===== src/sv/sst_pkg.sv =====
// Shared types and constants for the scoped symbol table.
// Holds command and status codes, port field widths and the
// controller/datapath handshake structs. No dependencies.
`default_nettype none

package sst_pkg;

  localparam int CMD_W     = 2;
  localparam int KEY_W     = 32;
  localparam int PAY_W     = 32;
  localparam int STATUS_W  = 3;
  localparam int DEPTH_W   = 5;

  localparam int DEF_MAX_ENTRIES  = 64;
  localparam int DEF_MAX_SCOPES   = 16;
  localparam int DEF_KEY_BITS     = 32;
  localparam int DEF_PAYLOAD_BITS = 32;

  typedef enum logic [CMD_W-1:0] {
    CMD_INSERT = 2'd0,
    CMD_LOOKUP = 2'd1,
    CMD_OPEN   = 2'd2,
    CMD_CLOSE  = 2'd3
  } cmd_t;

  typedef enum logic [STATUS_W-1:0] {
    ST_OK        = 3'd0,
    ST_DUP       = 3'd1,
    ST_MISS      = 3'd2,
    ST_FULL      = 3'd3,
    ST_SCOPE_OVF = 3'd4,
    ST_NO_SCOPE  = 3'd5
  } status_t;

  // Commands from the controller to the datapath.
  typedef struct packed {
    logic    accept;
    logic    mark_rd;
    logic    mark_wr;
    logic    close_pop;
    logic    scan_init;
    logic    scan_step;
    logic    entry_wr;
    logic    load_out;
    logic    pay_sel;
    status_t status;
  } ctrl_cmd_t;

  // Status from the datapath to the controller.
  typedef struct packed {
    cmd_t cmd;
    logic scope_empty;
    logic scope_full;
    logic table_full;
    logic more;
    logic pend;
    logic hit;
  } dp_status_t;

endpackage

`default_nettype wire


===== src/sv/sst_if.sv =====
// Valid/ready channel interfaces for the scoped symbol table.
// Depends on sst_pkg for the field widths.
`default_nettype none

interface sst_cmd_if;
  logic                        valid;
  logic                        ready;
  logic [sst_pkg::CMD_W-1:0]   command;
  logic [sst_pkg::KEY_W-1:0]   key;
  logic [sst_pkg::PAY_W-1:0]   payload;

  modport source (output valid, command, key, payload, input ready);
  modport sink   (input valid, command, key, payload, output ready);
endinterface

interface sst_rsp_if;
  logic                          valid;
  logic                          ready;
  logic [sst_pkg::STATUS_W-1:0]  status;
  logic [sst_pkg::PAY_W-1:0]     found_payload;
  logic [sst_pkg::DEPTH_W-1:0]   scope_depth;

  modport source (output valid, status, found_payload, scope_depth, input ready);
  modport sink   (input valid, status, found_payload, scope_depth, output ready);
endinterface

`default_nettype wire


===== src/sv/scoped_symbol_table.sv =====
// Top level of the scoped symbol table: controller plus datapath.
// Depends on sst_pkg, sst_if, sst_ctrl and sst_datapath.
`default_nettype none

// A symbol table with nested scopes that takes one command per transfer on
// cmd and returns one result per command on rsp. Commands are handled one at
// a time. Lookups and inserts sweep the single read port of the entry store
// one entry per cycle, newest first (all stored entries for a lookup, the
// innermost scope for an insert); the scan stops at the first match. A
// finished result sits in the output register while the next command is
// accepted and decoded. The stores need no clearing after reset.
module scoped_symbol_table #(
  parameter int MAX_ENTRIES  = sst_pkg::DEF_MAX_ENTRIES,
  parameter int MAX_SCOPES   = sst_pkg::DEF_MAX_SCOPES,
  parameter int KEY_BITS     = sst_pkg::DEF_KEY_BITS,
  parameter int PAYLOAD_BITS = sst_pkg::DEF_PAYLOAD_BITS
) (
  input wire logic  clk,
  input wire logic  rst,
  sst_cmd_if.sink   cmd,
  sst_rsp_if.source rsp
);

  sst_pkg::ctrl_cmd_t ctl;
  sst_pkg::dp_status_t dp_st;

  sst_ctrl u_ctrl (
    .clk       (clk),
    .rst       (rst),
    .in_valid  (cmd.valid),
    .in_ready  (cmd.ready),
    .out_valid (rsp.valid),
    .out_ready (rsp.ready),
    .st        (dp_st),
    .ctl       (ctl)
  );

  sst_datapath #(
    .MAX_ENTRIES  (MAX_ENTRIES),
    .MAX_SCOPES   (MAX_SCOPES),
    .KEY_BITS     (KEY_BITS),
    .PAYLOAD_BITS (PAYLOAD_BITS)
  ) u_datapath (
    .clk           (clk),
    .rst           (rst),
    .command       (cmd.command),
    .key           (cmd.key),
    .payload       (cmd.payload),
    .ctl           (ctl),
    .st            (dp_st),
    .status        (rsp.status),
    .found_payload (rsp.found_payload),
    .scope_depth   (rsp.scope_depth)
  );

  // A new entry is never written into a full table.
  a_no_write_when_full: assert property (@(posedge clk) disable iff (rst)
    ctl.entry_wr |-> !dp_st.table_full)
    else $error("entry written while the table is full");

  // A scope is never pushed beyond the stack depth.
  a_no_push_when_full: assert property (@(posedge clk) disable iff (rst)
    ctl.mark_wr |-> !dp_st.scope_full)
    else $error("scope mark pushed while the stack is full");

  // Only a successful command can carry a nonzero payload.
  a_payload_only_on_ok: assert property (@(posedge clk) disable iff (rst)
    (rsp.valid && (rsp.status != sst_pkg::ST_OK)) |-> (rsp.found_payload == '0))
    else $error("nonzero payload on a failed command");

  // Once a command transfers, the port stays closed while it is processed.
  a_one_at_a_time: assert property (@(posedge clk) disable iff (rst)
    (cmd.valid && cmd.ready) |=> !cmd.ready)
    else $error("command accepted while another is in progress");

endmodule

`default_nettype wire


===== src/sv/sst_datapath.sv =====
// Datapath of the scoped symbol table: entry stores, scope mark stack,
// scan pointer with registered reads, counters and the result register.
// Depends on sst_pkg.
`default_nettype none

module sst_datapath #(
  parameter int MAX_ENTRIES  = sst_pkg::DEF_MAX_ENTRIES,
  parameter int MAX_SCOPES   = sst_pkg::DEF_MAX_SCOPES,
  parameter int KEY_BITS     = sst_pkg::DEF_KEY_BITS,
  parameter int PAYLOAD_BITS = sst_pkg::DEF_PAYLOAD_BITS
) (
  input  wire logic                          clk,
  input  wire logic                          rst,
  input  wire logic [sst_pkg::CMD_W-1:0]     command,
  input  wire logic [sst_pkg::KEY_W-1:0]     key,
  input  wire logic [sst_pkg::PAY_W-1:0]     payload,
  input  wire sst_pkg::ctrl_cmd_t            ctl,
  output sst_pkg::dp_status_t                st,
  output logic [sst_pkg::STATUS_W-1:0]       status,
  output logic [sst_pkg::PAY_W-1:0]          found_payload,
  output logic [sst_pkg::DEPTH_W-1:0]        scope_depth
);

  localparam int AW  = $clog2(MAX_ENTRIES);
  localparam int CW  = $clog2(MAX_ENTRIES + 1);
  localparam int SAW = (MAX_SCOPES > 1) ? $clog2(MAX_SCOPES) : 1;
  localparam int SCW = $clog2(MAX_SCOPES + 1);
  localparam int KW  = (KEY_BITS < sst_pkg::KEY_W) ? KEY_BITS : sst_pkg::KEY_W;
  localparam int PW  = (PAYLOAD_BITS < sst_pkg::PAY_W) ? PAYLOAD_BITS : sst_pkg::PAY_W;

  logic [KW-1:0]  key_mem [MAX_ENTRIES];
  logic [PW-1:0]  pay_mem [MAX_ENTRIES];
  logic [CW-1:0]  mark_mem [MAX_SCOPES];

  sst_pkg::cmd_t  cmd_r;
  logic [KW-1:0]  key_r;
  logic [PW-1:0]  pay_r;

  logic [CW-1:0]  entry_count;
  logic [SCW-1:0] open_scopes;
  logic [SCW-1:0] open_dec;
  logic [CW-1:0]  mark_q;

  logic [CW-1:0]  ptr;
  logic [CW-1:0]  ptr_dec;
  logic [CW-1:0]  low;
  logic           pend;
  logic           rd_en;
  logic [KW-1:0]  key_q;
  logic [PW-1:0]  pay_q;

  assign open_dec = open_scopes - 1'b1;
  assign ptr_dec  = ptr - 1'b1;
  // Inserts only check the innermost scope; lookups search the whole table.
  assign low      = (cmd_r == sst_pkg::CMD_INSERT) ? mark_q : '0;

  always_comb begin
    st.cmd         = cmd_r;
    st.scope_empty = (open_scopes == '0);
    st.scope_full  = (open_scopes == SCW'(MAX_SCOPES));
    st.table_full  = (entry_count == CW'(MAX_ENTRIES));
    st.more        = (ptr != low);
    st.pend        = pend;
    st.hit         = pend && (key_q == key_r);
  end

  // A hit freezes the read registers so the matched payload stays available.
  assign rd_en = ctl.scan_step && st.more && !st.hit;

  always_ff @(posedge clk) begin
    if (ctl.accept) begin
      cmd_r <= sst_pkg::cmd_t'(command);
      key_r <= key[KW-1:0];
      pay_r <= payload[PW-1:0];
    end
  end

  always_ff @(posedge clk) begin
    if (ctl.entry_wr) begin
      key_mem[entry_count[AW-1:0]] <= key_r;
      pay_mem[entry_count[AW-1:0]] <= pay_r;
    end
    if (rd_en) begin
      key_q <= key_mem[ptr_dec[AW-1:0]];
      pay_q <= pay_mem[ptr_dec[AW-1:0]];
    end
  end

  always_ff @(posedge clk) begin
    if (ctl.mark_wr) begin
      mark_mem[open_scopes[SAW-1:0]] <= entry_count;
    end
    if (ctl.mark_rd) begin
      mark_q <= mark_mem[open_dec[SAW-1:0]];
    end
  end

  always_ff @(posedge clk) begin
    if (rst) begin
      entry_count <= '0;
      open_scopes <= '0;
      pend        <= 1'b0;
    end else begin
      if (ctl.entry_wr) begin
        entry_count <= entry_count + 1'b1;
      end else if (ctl.close_pop) begin
        entry_count <= mark_q;
      end
      if (ctl.mark_wr) begin
        open_scopes <= open_scopes + 1'b1;
      end else if (ctl.close_pop) begin
        open_scopes <= open_dec;
      end
      if (ctl.scan_init) begin
        pend <= 1'b0;
      end else if (ctl.scan_step) begin
        pend <= rd_en;
      end
    end
  end

  always_ff @(posedge clk) begin
    if (ctl.scan_init) begin
      ptr <= entry_count;
    end else if (rd_en) begin
      ptr <= ptr_dec;
    end
  end

  always_ff @(posedge clk) begin
    if (ctl.load_out) begin
      status        <= ctl.status;
      found_payload <= ctl.pay_sel ? sst_pkg::PAY_W'(pay_q) : '0;
      scope_depth   <= sst_pkg::DEPTH_W'(open_scopes);
    end
  end

endmodule

`default_nettype wire


===== src/sv/sst_ctrl.sv =====
// Controller of the scoped symbol table: one-hot state machine that
// sequences decode, scope mark access, entry scan and result transfer.
// Depends on sst_pkg.
`default_nettype none

module sst_ctrl (
  input  wire logic                 clk,
  input  wire logic                 rst,
  input  wire logic                 in_valid,
  output logic                      in_ready,
  output logic                      out_valid,
  input  wire logic                 out_ready,
  input  wire sst_pkg::dp_status_t  st,
  output sst_pkg::ctrl_cmd_t        ctl
);

  typedef enum logic [4:0] {
    S_IDLE   = 5'b00001,
    S_DECODE = 5'b00010,
    S_MARK   = 5'b00100,
    S_SCAN   = 5'b01000,
    S_RESP   = 5'b10000
  } state_t;

  state_t           state;
  state_t           state_next;
  sst_pkg::status_t code;
  sst_pkg::status_t code_next;
  logic             sel;
  logic             sel_next;
  logic             out_free;

  assign out_free = !out_valid || out_ready;
  assign in_ready = (state == S_IDLE);

  always_comb begin
    ctl        = '0;
    state_next = state;
    code_next  = code;
    sel_next   = sel;
    ctl.status  = code;
    ctl.pay_sel = sel;
    case (state)
      S_IDLE: begin
        if (in_valid) begin
          ctl.accept = 1'b1;
          state_next = S_DECODE;
        end
      end
      S_DECODE: begin
        sel_next = 1'b0;
        case (st.cmd)
          sst_pkg::CMD_INSERT, sst_pkg::CMD_CLOSE: begin
            if (st.scope_empty) begin
              code_next  = sst_pkg::ST_NO_SCOPE;
              state_next = S_RESP;
            end else begin
              ctl.mark_rd = 1'b1;
              state_next  = S_MARK;
            end
          end
          sst_pkg::CMD_LOOKUP: begin
            ctl.scan_init = 1'b1;
            state_next    = S_SCAN;
          end
          sst_pkg::CMD_OPEN: begin
            if (st.scope_full) begin
              code_next = sst_pkg::ST_SCOPE_OVF;
            end else begin
              ctl.mark_wr = 1'b1;
              code_next   = sst_pkg::ST_OK;
            end
            state_next = S_RESP;
          end
          default: begin
            code_next  = sst_pkg::ST_NO_SCOPE;
            state_next = S_RESP;
          end
        endcase
      end
      S_MARK: begin
        if (st.cmd == sst_pkg::CMD_INSERT) begin
          ctl.scan_init = 1'b1;
          state_next    = S_SCAN;
        end else begin
          ctl.close_pop = 1'b1;
          code_next     = sst_pkg::ST_OK;
          state_next    = S_RESP;
        end
      end
      S_SCAN: begin
        ctl.scan_step = 1'b1;
        if (st.hit) begin
          if (st.cmd == sst_pkg::CMD_LOOKUP) begin
            code_next = sst_pkg::ST_OK;
            sel_next  = 1'b1;
          end else begin
            code_next = sst_pkg::ST_DUP;
          end
          state_next = S_RESP;
        end else if (!st.more && !st.pend) begin
          if (st.cmd == sst_pkg::CMD_LOOKUP) begin
            code_next = sst_pkg::ST_MISS;
          end else if (st.table_full) begin
            code_next = sst_pkg::ST_FULL;
          end else begin
            ctl.entry_wr = 1'b1;
            code_next    = sst_pkg::ST_OK;
          end
          state_next = S_RESP;
        end
      end
      S_RESP: begin
        if (out_free) begin
          ctl.load_out = 1'b1;
          state_next   = S_IDLE;
        end
      end
      default: begin
        state_next = S_IDLE;
      end
    endcase
  end

  always_ff @(posedge clk) begin
    if (rst) begin
      state     <= S_IDLE;
      out_valid <= 1'b0;
    end else begin
      state <= state_next;
      if (ctl.load_out) begin
        out_valid <= 1'b1;
      end else if (out_ready) begin
        out_valid <= 1'b0;
      end
    end
  end

  always_ff @(posedge clk) begin
    code <= code_next;
    sel  <= sel_next;
  end

endmodule

`default_nettype wire

===== src/flat_wrapper.sv =====
// flat-port wrapper written by rule: the top's interface ports become plain ports
module scoped_symbol_table_flat 
#(
  parameter int MAX_ENTRIES  = sst_pkg::DEF_MAX_ENTRIES,
  parameter int MAX_SCOPES   = sst_pkg::DEF_MAX_SCOPES,
  parameter int KEY_BITS     = sst_pkg::DEF_KEY_BITS,
  parameter int PAYLOAD_BITS = sst_pkg::DEF_PAYLOAD_BITS
)
  (clk, rst, cmd_valid, cmd_command, cmd_key, cmd_payload, cmd_ready, rsp_valid, rsp_status, rsp_found_payload, rsp_scope_depth, rsp_ready);
  sst_cmd_if cmd_i ();
  sst_rsp_if rsp_i ();
  input wire logic clk;
  input wire logic rst;
  input wire logic [$bits(cmd_i.valid)-1:0] cmd_valid;
  input wire logic [$bits(cmd_i.command)-1:0] cmd_command;
  input wire logic [$bits(cmd_i.key)-1:0] cmd_key;
  input wire logic [$bits(cmd_i.payload)-1:0] cmd_payload;
  output wire logic [$bits(cmd_i.ready)-1:0] cmd_ready;
  output wire logic [$bits(rsp_i.valid)-1:0] rsp_valid;
  output wire logic [$bits(rsp_i.status)-1:0] rsp_status;
  output wire logic [$bits(rsp_i.found_payload)-1:0] rsp_found_payload;
  output wire logic [$bits(rsp_i.scope_depth)-1:0] rsp_scope_depth;
  input wire logic [$bits(rsp_i.ready)-1:0] rsp_ready;
  assign cmd_i.valid = cmd_valid;
  assign cmd_i.command = cmd_command;
  assign cmd_i.key = cmd_key;
  assign cmd_i.payload = cmd_payload;
  assign cmd_ready = cmd_i.ready;
  assign rsp_valid = rsp_i.valid;
  assign rsp_status = rsp_i.status;
  assign rsp_found_payload = rsp_i.found_payload;
  assign rsp_scope_depth = rsp_i.scope_depth;
  assign rsp_i.ready = rsp_ready;
  scoped_symbol_table #(.MAX_ENTRIES(MAX_ENTRIES), .MAX_SCOPES(MAX_SCOPES), .KEY_BITS(KEY_BITS), .PAYLOAD_BITS(PAYLOAD_BITS)) u_core (.clk(clk), .rst(rst), .cmd(cmd_i), .rsp(rsp_i));
endmodule

===== config.mk =====
export PLATFORM = sky130hd
export DESIGN_NAME = scoped_symbol_table_flat
export DESIGN_NICKNAME = d
export VERILOG_FILES = /design/src/sv/sst_pkg.sv /design/src/sv/sst_if.sv /design/src/sv/scoped_symbol_table.sv /design/src/sv/sst_datapath.sv /design/src/sv/sst_ctrl.sv /design/src/flat_wrapper.sv
export SDC_FILE = /design/constraint.sdc
export NUM_CORES = 2
export LEC_CHECK = 0
export BUFFER_PORTS_ARGS = -buffer_cell sky130_fd_sc_hd__buf_2
export CAP_MARGIN = 10
export CORE_MARGIN = 2
export CORE_UTILIZATION = 48
export CTS_BUF_LIST = sky130_fd_sc_hd__clkbuf_4 sky130_fd_sc_hd__clkbuf_8 sky130_fd_sc_hd__clkbuf_16
export CTS_CLUSTER_DIAMETER = 120
export DETAILED_ROUTE_END_ITERATION = 8
export PLACE_DENSITY = 0.66
export SYNTH_ARGS = -nofsm -noshare
export SYNTH_HDL_FRONTEND = slang
export SYNTH_MEMORY_MAX_BITS = 65536
export SYNTH_SLANG_ARGS = --single-unit

===== constraint.sdc =====
create_clock -name clk -period 8.3 [get_ports clk]
set_clock_uncertainty 0.05 [all_clocks]
set_input_delay 0 -clock clk [delete_from_list [all_inputs] [get_ports clk]]
set_output_delay 0 -clock clk [all_outputs]
set_load 0.02 [all_outputs]

==> flow_summary.yaml <==
drt:
  avgViaCountPerCell: 6.50
  ant_nets: 0
  drt_iter0_drc: 13300
  dr.pass1.iters: 5
  routedWlPerCell_um: 36.9
  wirelength_um: 448000
  vias: 78800
  drc: 0
setup_path:
  r2r_cells: 9
  arrival_ns: 5.65
  path_class: "flip-flop to flip-flop"
  cp_max_fo: 40
  cp-end-kind: "flip-flop"
  required_ns: 8.80
  crit_path_start_kind: "flip-flop"
cts:
  numCtsBuffers: 424
  clk_latency_ns: 0.94
  cts_setup_buffers: 0
  clockBufferDepth: 4
  clkTransAtPathRegs_ns: 0.06
  cts-hold-fix-buffers: 137
  root_buffer: "clkbuf_16"
  ctsHtreeMaxLevel: 5
  cts_repair_resize_count: 0
  cts_tree: "yes"
  cts.sink_count: 4415
die:
  fp.dieH_um: 594
  die_w_um: 594
  start_util_pct: 48.3
  core_um2: 346000
  die-area_um2: 353000
  io_pins: 112
  num_rows: 216
final_layout:
  layout.nets: 7288
  area_growth_pct: 13.7
  final_cell_area_um2: 190000
  layout-drive-gt1-share_pct: 32.0
yosys:
  synth_top_area_cell: "edfxtp_1"
  ys_ff_latch: 4415
  ys.warnings.count: 0
  yosys-top-cells-count: "edfxtp_1, mux4_2, clkbuf_1"
  synth_cell_types: 61
  synth_cells: 6649
  synth_top_area_share_pct: 79.0
  synth_area_leaders: "edfxtp_1, mux4_2, a22oi_1"
  yosysMostFrequentCell: "edfxtp_1"
  ys.flop_type: "edfxtp_1"
  synth_area_um2: 167000
  async_flop_share_pct: 0
  syn_area_per_cell_um2: 25.1
  synthesis.nets: 6731
  synth_edf_count: 4396
  ys_seq_area_share_pct: 79.2
timing:
  worst-slew-pin-transition_ns: 1.23
  slew_headroom_pct: 18.0
  hold_viol: 0
  setup_slack_ns: 3.14
  slew_viol_final: 0
  period_needed_ns: 5.16
  finalCritPeriodShare_pct: 62.2
  setup_tns_ns: 0
  finalSetupViolCount: 0
  rsz0062_at_grt: "no"
  fmax_mhz: 194
run_status:
  status: "completed"
power_and_ir_drop:
  power.density_nw_per_um2: 240
  peakVddDrop_uv: 189
  leakage_nw: 58.6
global_route:
  first_global_vias: 76900
  grt_max_degree: 118
  grt_usage_pct: 25.1
  antenna_found_initial: 17
  gr-total-overflow: 0
  grt_pass1_wl_um: 617000
place:
  place.gp.congestion: 0.771
  placed_area_um2: 175000
  port_buffers: 111
  pre_cts_slack_ns: 3.27
  post-dp-hpwl_um: 202000
min_path:
  min_path_cells: 4
  hold_path.class: "input port to flip-flop"
job:
  drv_cap: 0
[critical path, cell delays in order, from the launching register on]
cell and delay (ns):
dfxtp_1 0.84, or2_1 0.54, or4_4 0.23, nor2b_4 0.14, nand4_2 0.10, buf_4 0.30
or3_1 0.74, nor2_4 0.18, buf_4 0.67, buf_4 0.85
[worst paths after layout]
check	from	endpoint	slack [ns]
worst max-delay path	u_core.u_datapath.entry_count[3]	u_core.u_datapath.key_mem[55][15]	3.14
worst min-delay path	rsp_ready	u_core.u_ctrl.out_valid	0.06
worst max register to register	u_core.u_datapath.entry_count[3]	u_core.u_datapath.key_mem[55][15]	3.14
worst min register to register	u_core.u_ctrl.code[2]	u_core.u_datapath.status[2]	0.38
[flip-flops by register name, summed over array words and instances, names as in the netlist, 32 cells and up]
| register | cells |
|---|---|
| u_core.u_datapath.found_payload | 32 |
| u_core.u_datapath.pay_r | 32 |
| u_core.u_datapath.pay_mem | 2048 |
| u_core.u_datapath.mark_mem | 112 |
| u_core.u_datapath.pay_q | 32 |
| u_core.u_datapath.key_q | 32 |
| u_core.u_datapath.key_mem | 2048 |
| u_core.u_datapath.key_r | 32 |
[metrics by stage]
step           utilization, %  std cells  hold WS [ns]  total power (W)
2_1_floorplan               -       6649        0.0489           0.0263
3_3_place_gp             50.5      11200         0.126           0.0268
3_5_place_dp             50.5      11200         0.128           0.0269
4_1_cts                  54.9      12100        0.0309           0.0458
5_1_grt                  54.9      12100         0.107           0.0467
6_report                 54.9      12100        0.0639           0.0456
[power by group]
group	switching [W]	internal, W
Combinational	0.00106	0.000419
Clock	0.00817	0.0110
Sequential	0.0000166	0.0250
[cell usage in the layout, fill, tap and decap left out, types with 7 or more instances in the layout]
cell and n:
buf_12 66, clkinvlp_4 13, nand2_1 98, or3_1 11, clkbuf_16 430, and2_1 33, xnor2_1 16, clkinv_1 95
edfxtp_1 4396, xor2_1 32, a21oi_1 7, dlygate4sd3_1 137, nor2_4 54, a22oi_1 128, nand3_1 19, nor4_2 18
o21ai_0 15, clkbuf_4 98, bufinv_16 38, ha_1 11, nor2_1 31, dfxtp_1 18, buf_4 162, inv_1 17
clkinv_2 78, mux4_2 1315, nor3_1 10, buf_2 111
[area by class of cell]
class	count	area [um^2]
clock buffers	528	11500
diodes	4	10.0
fillers	24800	156000
clock inverters	239	2210
repair buffers	476	4460
flip-flops and latches	4415	132000
well taps	4578	5730
inverters	17	63.8
multi-input cells	1872	33600
[cell families after synthesis]
family,after synthesis,share of synthesized area (%)
flip-flops,4415,79.2
multiplexers,1316,17.7
AND/OR/NAND/NOR,317,0.932
AO/OA/AOI/OAI,177,0.770
buffers and inverters,362,0.980
adder cells (fa/ha/maj),12,0.0899
XOR/XNOR,50,0.262
[layer usage]
| metal | part of all wire, % | wire (um) | global-route usage [%] | up-vias |
|---|---|---|---|---|
| met2 | 48 | 217000 | 40.0 | 4909 |
| met3 | 10 | 45300 | 4.26 | 711 |
| met5 | 0.0085 | 38 | 0 | - |
| met1 | 39 | 173000 | 36.4 | 43100 |
| li1 | - | - | - | 30100 |
| met4 | 2.7 | 12200 | 6.58 | 6 |
No activity file was read; power rests on OpenSTA's default activity.
